==> config.mk <==
export PLATFORM = sky130hd
export DESIGN_NAME = internet_checksum_stream_core
export DESIGN_NICKNAME = d
export VERILOG_FILES = /design/src/hdl/ics_pkg.sv /design/src/hdl/internet_checksum_stream_core.sv
export SDC_FILE = /design/constraint.sdc
export NUM_CORES = 1
export LEC_CHECK = 0
export BUFFER_PORTS_ARGS = -buffer_cell sky130_fd_sc_hd__buf_2
export CORE_MARGIN = 1.5
export CORE_UTILIZATION = 55
export DETAILED_ROUTE_END_ITERATION = 8
export PLACE_DENSITY = 0.77
export REMOVE_ABC_BUFFERS = 1
export SYNTH_ARGS = -nofsm -noshare
export SYNTH_HDL_FRONTEND = slang
export SYNTH_SLANG_ARGS = --single-unit
==> constraint.sdc <==
create_clock -name clk -period 11.8 [get_ports clk]
set_clock_uncertainty 0.15 [all_clocks]
set_input_delay 1.18 -clock clk [delete_from_list [all_inputs] [get_ports clk]]
set_output_delay 1.18 -clock clk [all_outputs]
set_load 0.05 [all_outputs]
==> src/hdl/ics_pkg.sv <==
package ics_pkg;

	localparam int unsigned CFG_INDEX_W = 2;
	localparam int unsigned CFG_DATA_W  = 32;

	localparam logic [CFG_INDEX_W-1:0] CFG_MODE = 2'd0;
	localparam logic [CFG_INDEX_W-1:0] CFG_SRC  = 2'd1;
	localparam logic [CFG_INDEX_W-1:0] CFG_DST  = 2'd2;

	localparam logic [15:0] UDP_PROTOCOL = 16'd17;

	typedef struct packed {
		logic [15:0] data_word;
		logic        two_bytes_valid;
		logic        last_word;
	} in_item_t;

	typedef struct packed {
		logic [15:0] checksum_value;
		logic [15:0] byte_length;
	} out_item_t;

	function automatic logic [15:0] ones_fold(input logic [19:0] x);
		logic [16:0] f1;
		logic [16:0] f2;
		f1 = {1'b0, x[15:0]} + 17'(x[19:16]);
		f2 = {1'b0, f1[15:0]} + 17'(f1[16]);
		return f2[15:0];
	endfunction

endpackage

==> src/hdl/internet_checksum_stream_core.sv <==
// Streaming Internet checksum with optional UDP pseudo-header.
// Input channel: in_valid / in_stall carry one 16-bit packet word per
// transaction, with a two-byte flag and a last-word flag. Output channel:
// out_valid / out_stall carry one result (checksum and byte count) for each
// packet, produced by the transaction that carries the last word.
// Configuration: cfg_we writes cfg_wdata into register cfg_index (0 mode,
// 1 source address, 2 destination address); the user writes only while
// no packet is in flight; the block does not enforce this. A last word
// passes the input register and then the result register to the output.
// Throughput: one word per cycle unless a final word waits (see Stall); the
// one's complement accumulate is a single 16-bit adder with end-around carry,
// closed with the pseudo-header adder. Stall: while a result waits, non-final
// words keep being accepted; a final word is held in the input register and
// in_stall rises only while it waits for the result register.
// Reset: clears the running sum, the byte count, the configuration and all
// valid flags.
module internet_checksum_stream_core #(
	parameter int unsigned LENGTH_WIDTH = 16
) (
	input  logic                               clk,
	input  logic                               arst_n,
	input  logic                               in_valid,
	output logic                               in_stall,
	input  ics_pkg::in_item_t                  in_data,
	output logic                               out_valid,
	input  logic                               out_stall,
	output ics_pkg::out_item_t                 out_data,
	input  logic                               cfg_we,
	input  logic [ics_pkg::CFG_INDEX_W-1:0]    cfg_index,
	input  logic [ics_pkg::CFG_DATA_W-1:0]     cfg_wdata
);

	logic                    mode_q;
	logic [31:0]             src_q;
	logic [31:0]             dst_q;

	logic                    valid_s1;
	ics_pkg::in_item_t       item_s1;
	logic [15:0]             sum_q;
	logic [LENGTH_WIDTH-1:0] bytes_q;

	logic                    out_valid_q;
	ics_pkg::out_item_t      out_q;

	logic                    out_free;
	logic                    s1_go;
	logic                    s1_free;

	logic [15:0]             word_m;
	logic [16:0]             sum_add;
	logic [16:0]             sum_fold;
	logic [15:0]             new_sum;
	logic [LENGTH_WIDTH-1:0] new_len;
	logic [15:0]             len16;
	logic [18:0]             pseudo_raw;
	logic [15:0]             pseudo_sum;
	logic [19:0]             total;
	logic [15:0]             closed;

	always_ff @(posedge clk or negedge arst_n) begin
		if (!arst_n) begin
			mode_q <= 1'b0;
			src_q  <= '0;
			dst_q  <= '0;
		end else if (cfg_we) begin
			unique case (cfg_index)
				ics_pkg::CFG_MODE: mode_q <= cfg_wdata[0];
				ics_pkg::CFG_SRC:  src_q  <= cfg_wdata[31:0];
				ics_pkg::CFG_DST:  dst_q  <= cfg_wdata[31:0];
				default: ;
			endcase
		end
	end

	assign out_free = !out_valid_q || !out_stall;
	assign s1_go    = valid_s1 && (!item_s1.last_word || out_free);
	assign s1_free  = !valid_s1 || s1_go;
	assign in_stall = !s1_free;

	always_comb begin
		word_m   = item_s1.two_bytes_valid ? item_s1.data_word
			: {item_s1.data_word[15:8], 8'h00};
		sum_add  = {1'b0, sum_q} + {1'b0, word_m};
		sum_fold = {1'b0, sum_add[15:0]} + 17'(sum_add[16]);
		new_sum  = sum_fold[15:0];
		new_len  = bytes_q + (item_s1.two_bytes_valid ? LENGTH_WIDTH'(2) : LENGTH_WIDTH'(1));
		len16    = 16'(new_len);
		pseudo_raw = 19'(src_q[31:16]) + 19'(src_q[15:0]) + 19'(dst_q[31:16])
			+ 19'(dst_q[15:0]) + 19'(ics_pkg::UDP_PROTOCOL);
		pseudo_sum = ics_pkg::ones_fold(20'(pseudo_raw));
		total    = 20'(new_sum) + 20'(pseudo_sum) + 20'(len16);
		closed   = mode_q ? ics_pkg::ones_fold(total) : new_sum;
	end

	always_ff @(posedge clk or negedge arst_n) begin
		if (!arst_n) begin
			valid_s1 <= 1'b0;
		end else if (s1_free) begin
			valid_s1 <= in_valid;
		end
	end

	always_ff @(posedge clk) begin
		if (s1_free && in_valid) begin
			item_s1 <= in_data;
		end
	end

	always_ff @(posedge clk or negedge arst_n) begin
		if (!arst_n) begin
			sum_q   <= '0;
			bytes_q <= '0;
		end else if (s1_go) begin
			if (item_s1.last_word) begin
				sum_q   <= '0;
				bytes_q <= '0;
			end else begin
				sum_q   <= new_sum;
				bytes_q <= new_len;
			end
		end
	end

	always_ff @(posedge clk or negedge arst_n) begin
		if (!arst_n) begin
			out_valid_q <= 1'b0;
		end else if (out_free) begin
			out_valid_q <= s1_go && item_s1.last_word;
		end
	end

	always_ff @(posedge clk) begin
		if (s1_go && item_s1.last_word) begin
			out_q.checksum_value <= ~closed;
			out_q.byte_length    <= len16;
		end
	end

	assign out_valid = out_valid_q;
	assign out_data  = out_q;

	a_stall_only_on_final: assert property (@(posedge clk) disable iff (!arst_n)
		in_stall |-> (valid_s1 && item_s1.last_word && out_valid_q && out_stall))
		else $error("input stalled without a waiting final word");

	a_clear_after_final: assert property (@(posedge clk) disable iff (!arst_n)
		(s1_go && item_s1.last_word) |=> (sum_q == '0 && bytes_q == '0))
		else $error("running state not cleared after final word");

	a_result_from_final: assert property (@(posedge clk) disable iff (!arst_n)
		$rose(out_valid_q) |-> $past(s1_go && item_s1.last_word))
		else $error("result raised without a final word");

endmodule

## After elaboration in Yosys (flattened, before gate mapping)

Cells that the tools add are included.

- Add/subtract/negate cells: 13
- Equality and inequality tests: 2
- Muxes and demuxes: 5
- Bitwise gates (word level): 1
- Reductions and logical operators: 15

Operator list:

| cell | count |
|---|---|
| adder 16 x 16 -> 17 bit | 3 |
| adder 16 x 1 -> 16 bit | 3 |
| two-way mux 16 bit | 3 |
| adder 17 x 16 -> 18 bit | 2 |
| adder 18 x 16 -> 19 bit | 1 |
| adder 19 x 5 -> 19 bit (second input constant) | 1 |
| adder 16 x 2 -> 17 bit | 1 |
| adder 16 x 3 -> 17 bit | 1 |
| adder 16 x 2 -> 16 bit | 1 |
| inverter 16 bit | 1 |
| two-way mux 8 bit | 1 |
| AND reduction 2 bit | 3 |
| logical NOT 1 bit | 5 |
| logical AND 1 bit | 3 |
| logical OR 1 bit | 3 |
| == test 2 x 1 -> 1 bit (second input constant) | 1 |
| == test 2 bit (second input constant) | 1 |
| logical NOT 2 bit | 1 |
| two-way mux 2 bit | 1 |

- Register bits after elaboration: 149
- Bits of input ports: 57
- Output and inout bits: 34

## Longest topological paths before layout

- Depth in word-level cells: 12
- Gate-level depth with buffers: 56
- Mapped depth without buffers: 54

## Worst setup path before layout

No wires, ideal clock.

- Path type: register to register
- Start: register src_q[7]
- End: register out_q (netlist bit out_data[30]), data pin
- Library setup time: 0.152 ns
- Data arrival time: 12.312 ns
- Data required time: 11.498 ns
- Setup slack: -0.814 ns
- Cell stages (with the launch flop): 57
- Path buffers: 3
- Clock period less this slack: 12.614 ns
- Cells stage by stage: dfrtp_1 > inv_1 > fa_1 > inv_1 > fa_1 > ha_1 > ha_1 > clkbuf_1 > a2111oi_0 > o21ai_1 > a41oi_1 > o21bai_1 > a311o_1 > a21oi_1 > nor2b_1 > o31a_1 > a21oi_1 > ha_1 > [... 21 more ...] > a21oi_1 > o21bai_1 > a21oi_1 > xnor2_1 > ha_1 > fa_1 > nor3b_1 > nand3_2 > nor4_4 > and3_2 > ha_1 > nand3_1 > nand2b_1 > a21oi_1 > o31ai_1 > or2_4 > or4_1 > a31oi_1

- Longest elaborated chain between the ends: 12

RTL lines:

| what | line | source |
|---|---|---|
| from (decl) | internet_checksum_stream_core.sv:34 | `logic [31:0] src_q;` |
| from (signal assigned) | internet_checksum_stream_core.sv:68 | `ics_pkg::CFG_SRC: src_q <= cfg_wdata[31:0];` |
| adder 16 x 16 -> 17 bit | internet_checksum_stream_core.sv:88 | `pseudo_raw = 19'(src_q[31:16]) + 19'(src_q[15:0]) + 19'(dst_q[31:16])` |
| adder 17 x 16 -> 18 bit | internet_checksum_stream_core.sv:88 |  |
| adder 18 x 16 -> 19 bit | internet_checksum_stream_core.sv:89 | `+ 19'(dst_q[15:0]) + 19'(ics_pkg::UDP_PROTOCOL);` |
| adder 19 x 5 -> 19 bit | internet_checksum_stream_core.sv:89 |  |
| adder 16 x 3 -> 17 bit | ics_pkg.sv:26 | `f1 = {1'b0, x[15:0]} + 17'(x[19:16]);` |
| adder 16 x 1 -> 16 bit | ics_pkg.sv:27 | `f2 = {1'b0, f1[15:0]} + 17'(f1[16]);` |
| adder 16 x 16 -> 17 bit | internet_checksum_stream_core.sv:91 | `total = 20'(new_sum) + 20'(pseudo_sum) + 20'(len16);` |
| adder 17 x 16 -> 18 bit | internet_checksum_stream_core.sv:91 |  |
| adder 16 x 2 -> 17 bit | ics_pkg.sv:26 |  |
| adder 16 x 1 -> 16 bit | ics_pkg.sv:27 |  |
| two-way mux 16 bit | internet_checksum_stream_core.sv:92 | `closed = mode_q ? ics_pkg::ones_fold(total) : new_sum;` |
| inverter 16 bit | internet_checksum_stream_core.sv:134 | `out_q.checksum_value <= ~closed;` |
| to (decl) | internet_checksum_stream_core.sv:43 | `ics_pkg::out_item_t out_q;` |

No other way between the ends.
A chain may end at the register's enable or synchronous reset.

## Final worst setup path

- Start: register src_q[3]
- End: register out_q (netlist bit out_data[30]), data pin

The elaborated chain is that of the path after synthesis.

==> metrics.yaml <==
layout.nets: 1405
hp-start: "bytes_q[0]"
slew_viol_final: 0
grtUsageTotal: 0.2535
wire_per_inst_um: 17.74
routed_via_density: 5.907
synth_flop_cell: "dfrtp_1"
first_pass_iters: 7
initialDrtViolationCount: 494
diodes: 0
start_kind: "flip-flop"
grt_pass1_vias: 8709
postCtsHoldBufs: 0
crit_required_ns: 11.92
numPlacedInstances: 1462
synth_top_area_frac: 0.2192
r2r_cells: 53
portBuffers: 90
max_slew.worst_pin.slew_ns: 1.066
finalSetupViolCount: 0
layout-drive-gt1-share: 0.2691
outcome: "finished clean"
yosysWarningCount: 0
ys_top_cells_by_area: "dfrtp_1, edfxtp_1, fa_1"
synth.avg_cell_area_um2: 10.51
finalCriticalPeriod_ns: 11.46
gp_congestion: 0.9243
route.detailed.drc: 0
cp.arrival_ns: 11.57
worst-path-max-fanout: 5
cts_tree: "built"
cp_top_family: "simple AND/OR/NAND/NOR gates"
ys_seq_area_frac: 0.3520
hold_viol_final: 0
yosysTopAreaCell: "dfrtp_1"
ys_types: 97
critPathSlowestCell: "fa_2"
gr-total-overflow: 0
worstSetupEndpointType: "flip-flop"
cts_sinks: 149
maxClockFrequency_ghz: 0.08729
hold_class: "flip-flop to flip-flop"
fp.dieArea_um2: 21420
syn_area_um2: 11300
die_x_um: 146.4
max-cap-violations: 0
clockBufferDepth: 2
wl_um: 26600
synth_edf_count: 50
async_flop_share: 0.6644
holdPathEnd: "bytes_q[0]"
grt_pass1_wl_um: 43040
path_class: "flip-flop to flip-flop"
clk_pin_slew_ns: 0.07
timing.critical_path.buf_inv: 2
antenna_found_initial: 0
die_h_um: 146.4
synth_seq_cells: 149
antenna_left: 0
core-area_um2: 20170
area_growth_pct: 17.72
cts_root_buf: "clkbuf_16"
num_vias: 8860
clock_latency_ns: 0.43
post-place-ws_ns: -0.3754
layout_setup_ws_ns: 0.3441
timing.rr.end: "out_data[30]"
fin_crit_sh: 0.9708
htreeDepth: 4
final_cell_count_no_fill: 1500
relSlewSlack: 0.2874
grt_start_max_net_pins: 70
cpPeakStageDelay_ns: 0.62
reg2reg_slack_ns: 0.34
hold-path-cell-count: 2
dp_hpwl_um: 19550
r2r-start: "src_q[3]"
start_util: 0.5604
synth_cells: 1075
cts_buffers: 17
pin_count: 91
rows: 52
[cell usage after synthesis (all sizes together), types with 10 or more instances]
master / count
clkbuf: 19
inv: 93
nand4: 10
edfxtp: 50
dfrtp: 99
nand2b: 10
nor2: 55
xnor2: 55
o211ai: 10
and2: 21
a21o: 12
xor2: 35
nand2: 62
a21oi: 49
nor3: 21
mux2: 64
nand3: 35
fa: 52
a211oi: 15
and3: 14
o21ai: 56
a22o: 15
ha: 79
[layer usage]
| layer | track usage | part of all wire | vias to the layer above |
|---|---|---|---|
| met5 | 0 | 0 | - |
| met4 | 0.1177 | 0.039 | 0 |
| met3 | 0.03750 | 0.054 | 78 |
| met2 | 0.4256 | 0.49 | 299 |
| met1 | 0.3245 | 0.42 | 4324 |
| li1 | - | - | 4159 |
[kinds of logic after synthesis]
group / share of synthesized area
and+or+nand+nor: 0.1364
AOI/OAI and AO/OA: 0.1447
DFF: 0.3520
adders and majority gates: 0.1796
buffers and inverters: 0.04373
xor gates and xnor gates: 0.07539
muxes: 0.06819
[placed cells by master (no fill, tap or decap), drive strengths merged, types with 5 or more instances in the layout]
master / instances
dfrtp: 99
a21o: 12
o31ai: 9
a21oi: 49
a211o: 9
edfxtp: 50
and2: 21
o2111ai: 6
nand2b: 10
a22o: 15
clkbuf: 18
nor2: 55
o31a: 6
a211oi: 15
nor3: 21
xnor2: 55
nand3: 35
fa: 52
clkinv: 5
o21ai: 56
buf: 151
xor2: 35
nor4: 9
o21bai: 8
inv: 99
nand2: 62
or2: 9
mux2i: 5
nor2b: 7
o211ai: 10
o21a: 6
and3: 14
mux2: 64
or3: 7
ha: 79
nand4: 10
[worst max-delay path by stage]
stage                  start  slack (ns)           end  depth (start not counted)
CTS                 src_q[7]        0.01  out_data[30]                         53
detailed placement  src_q[7]       -0.38  out_data[30]                         52
floorplan           src_q[7]       -0.59  out_data[30]                         53
finish              src_q[3]        0.34  out_data[30]                         53
global placement    src_q[7]        0.02  out_data[30]                         52
global route        src_q[3]       -0.18  out_data[31]                         54
[area by class of cell]
cell class	count	area, um^2
clock buffer	18	450.4
clock inverter	14	163.9
fill	1573	6864
inverter	94	352.8
multi-input combinational	804	7111
sequential	149	3979
tap	270	337.8
timing repair buffer	151	910.9
[metrics by stage]
step	instance area [um^2]	TNS [ns]	util	hold WS (ns)
floorplan	11160	-2.151	-	0.2928
global placement	12370	0	0.6135	0.3059
finish	13310	0	0.6597	0.3221
detailed placement	12370	-1.717	0.6135	0.3128
global route	13310	-0.4734	0.6597	0.3647
CTS	13050	0	0.6470	0.3259
[flip-flops by register name (all words and copies together) (netlist names)]
name and count:
sum_q 16, dst_q 32, out_data 32, valid_s1 1
mode_q 1, item_s1 18, out_valid 1, src_q 32
bytes_q 16
[worst min-delay path, cell delays in order, from the launching register on]
cell     delay [ns]
dfrtp_1        0.34
nand2_1        0.05
nand2_1        0.05
[what timing repair did]
| item | in CTS | in global routing |
|---|---|---|
| resized for setup | 13 | 39 |
| setup buffers | 0 | 6 |
| setup endpoints to repair | 9 | 11 |
| pin swaps | 0 | 30 |
Power is not shown: default switching activity piles up to over one toggle a cycle in this logic, so the estimate is an artifact.
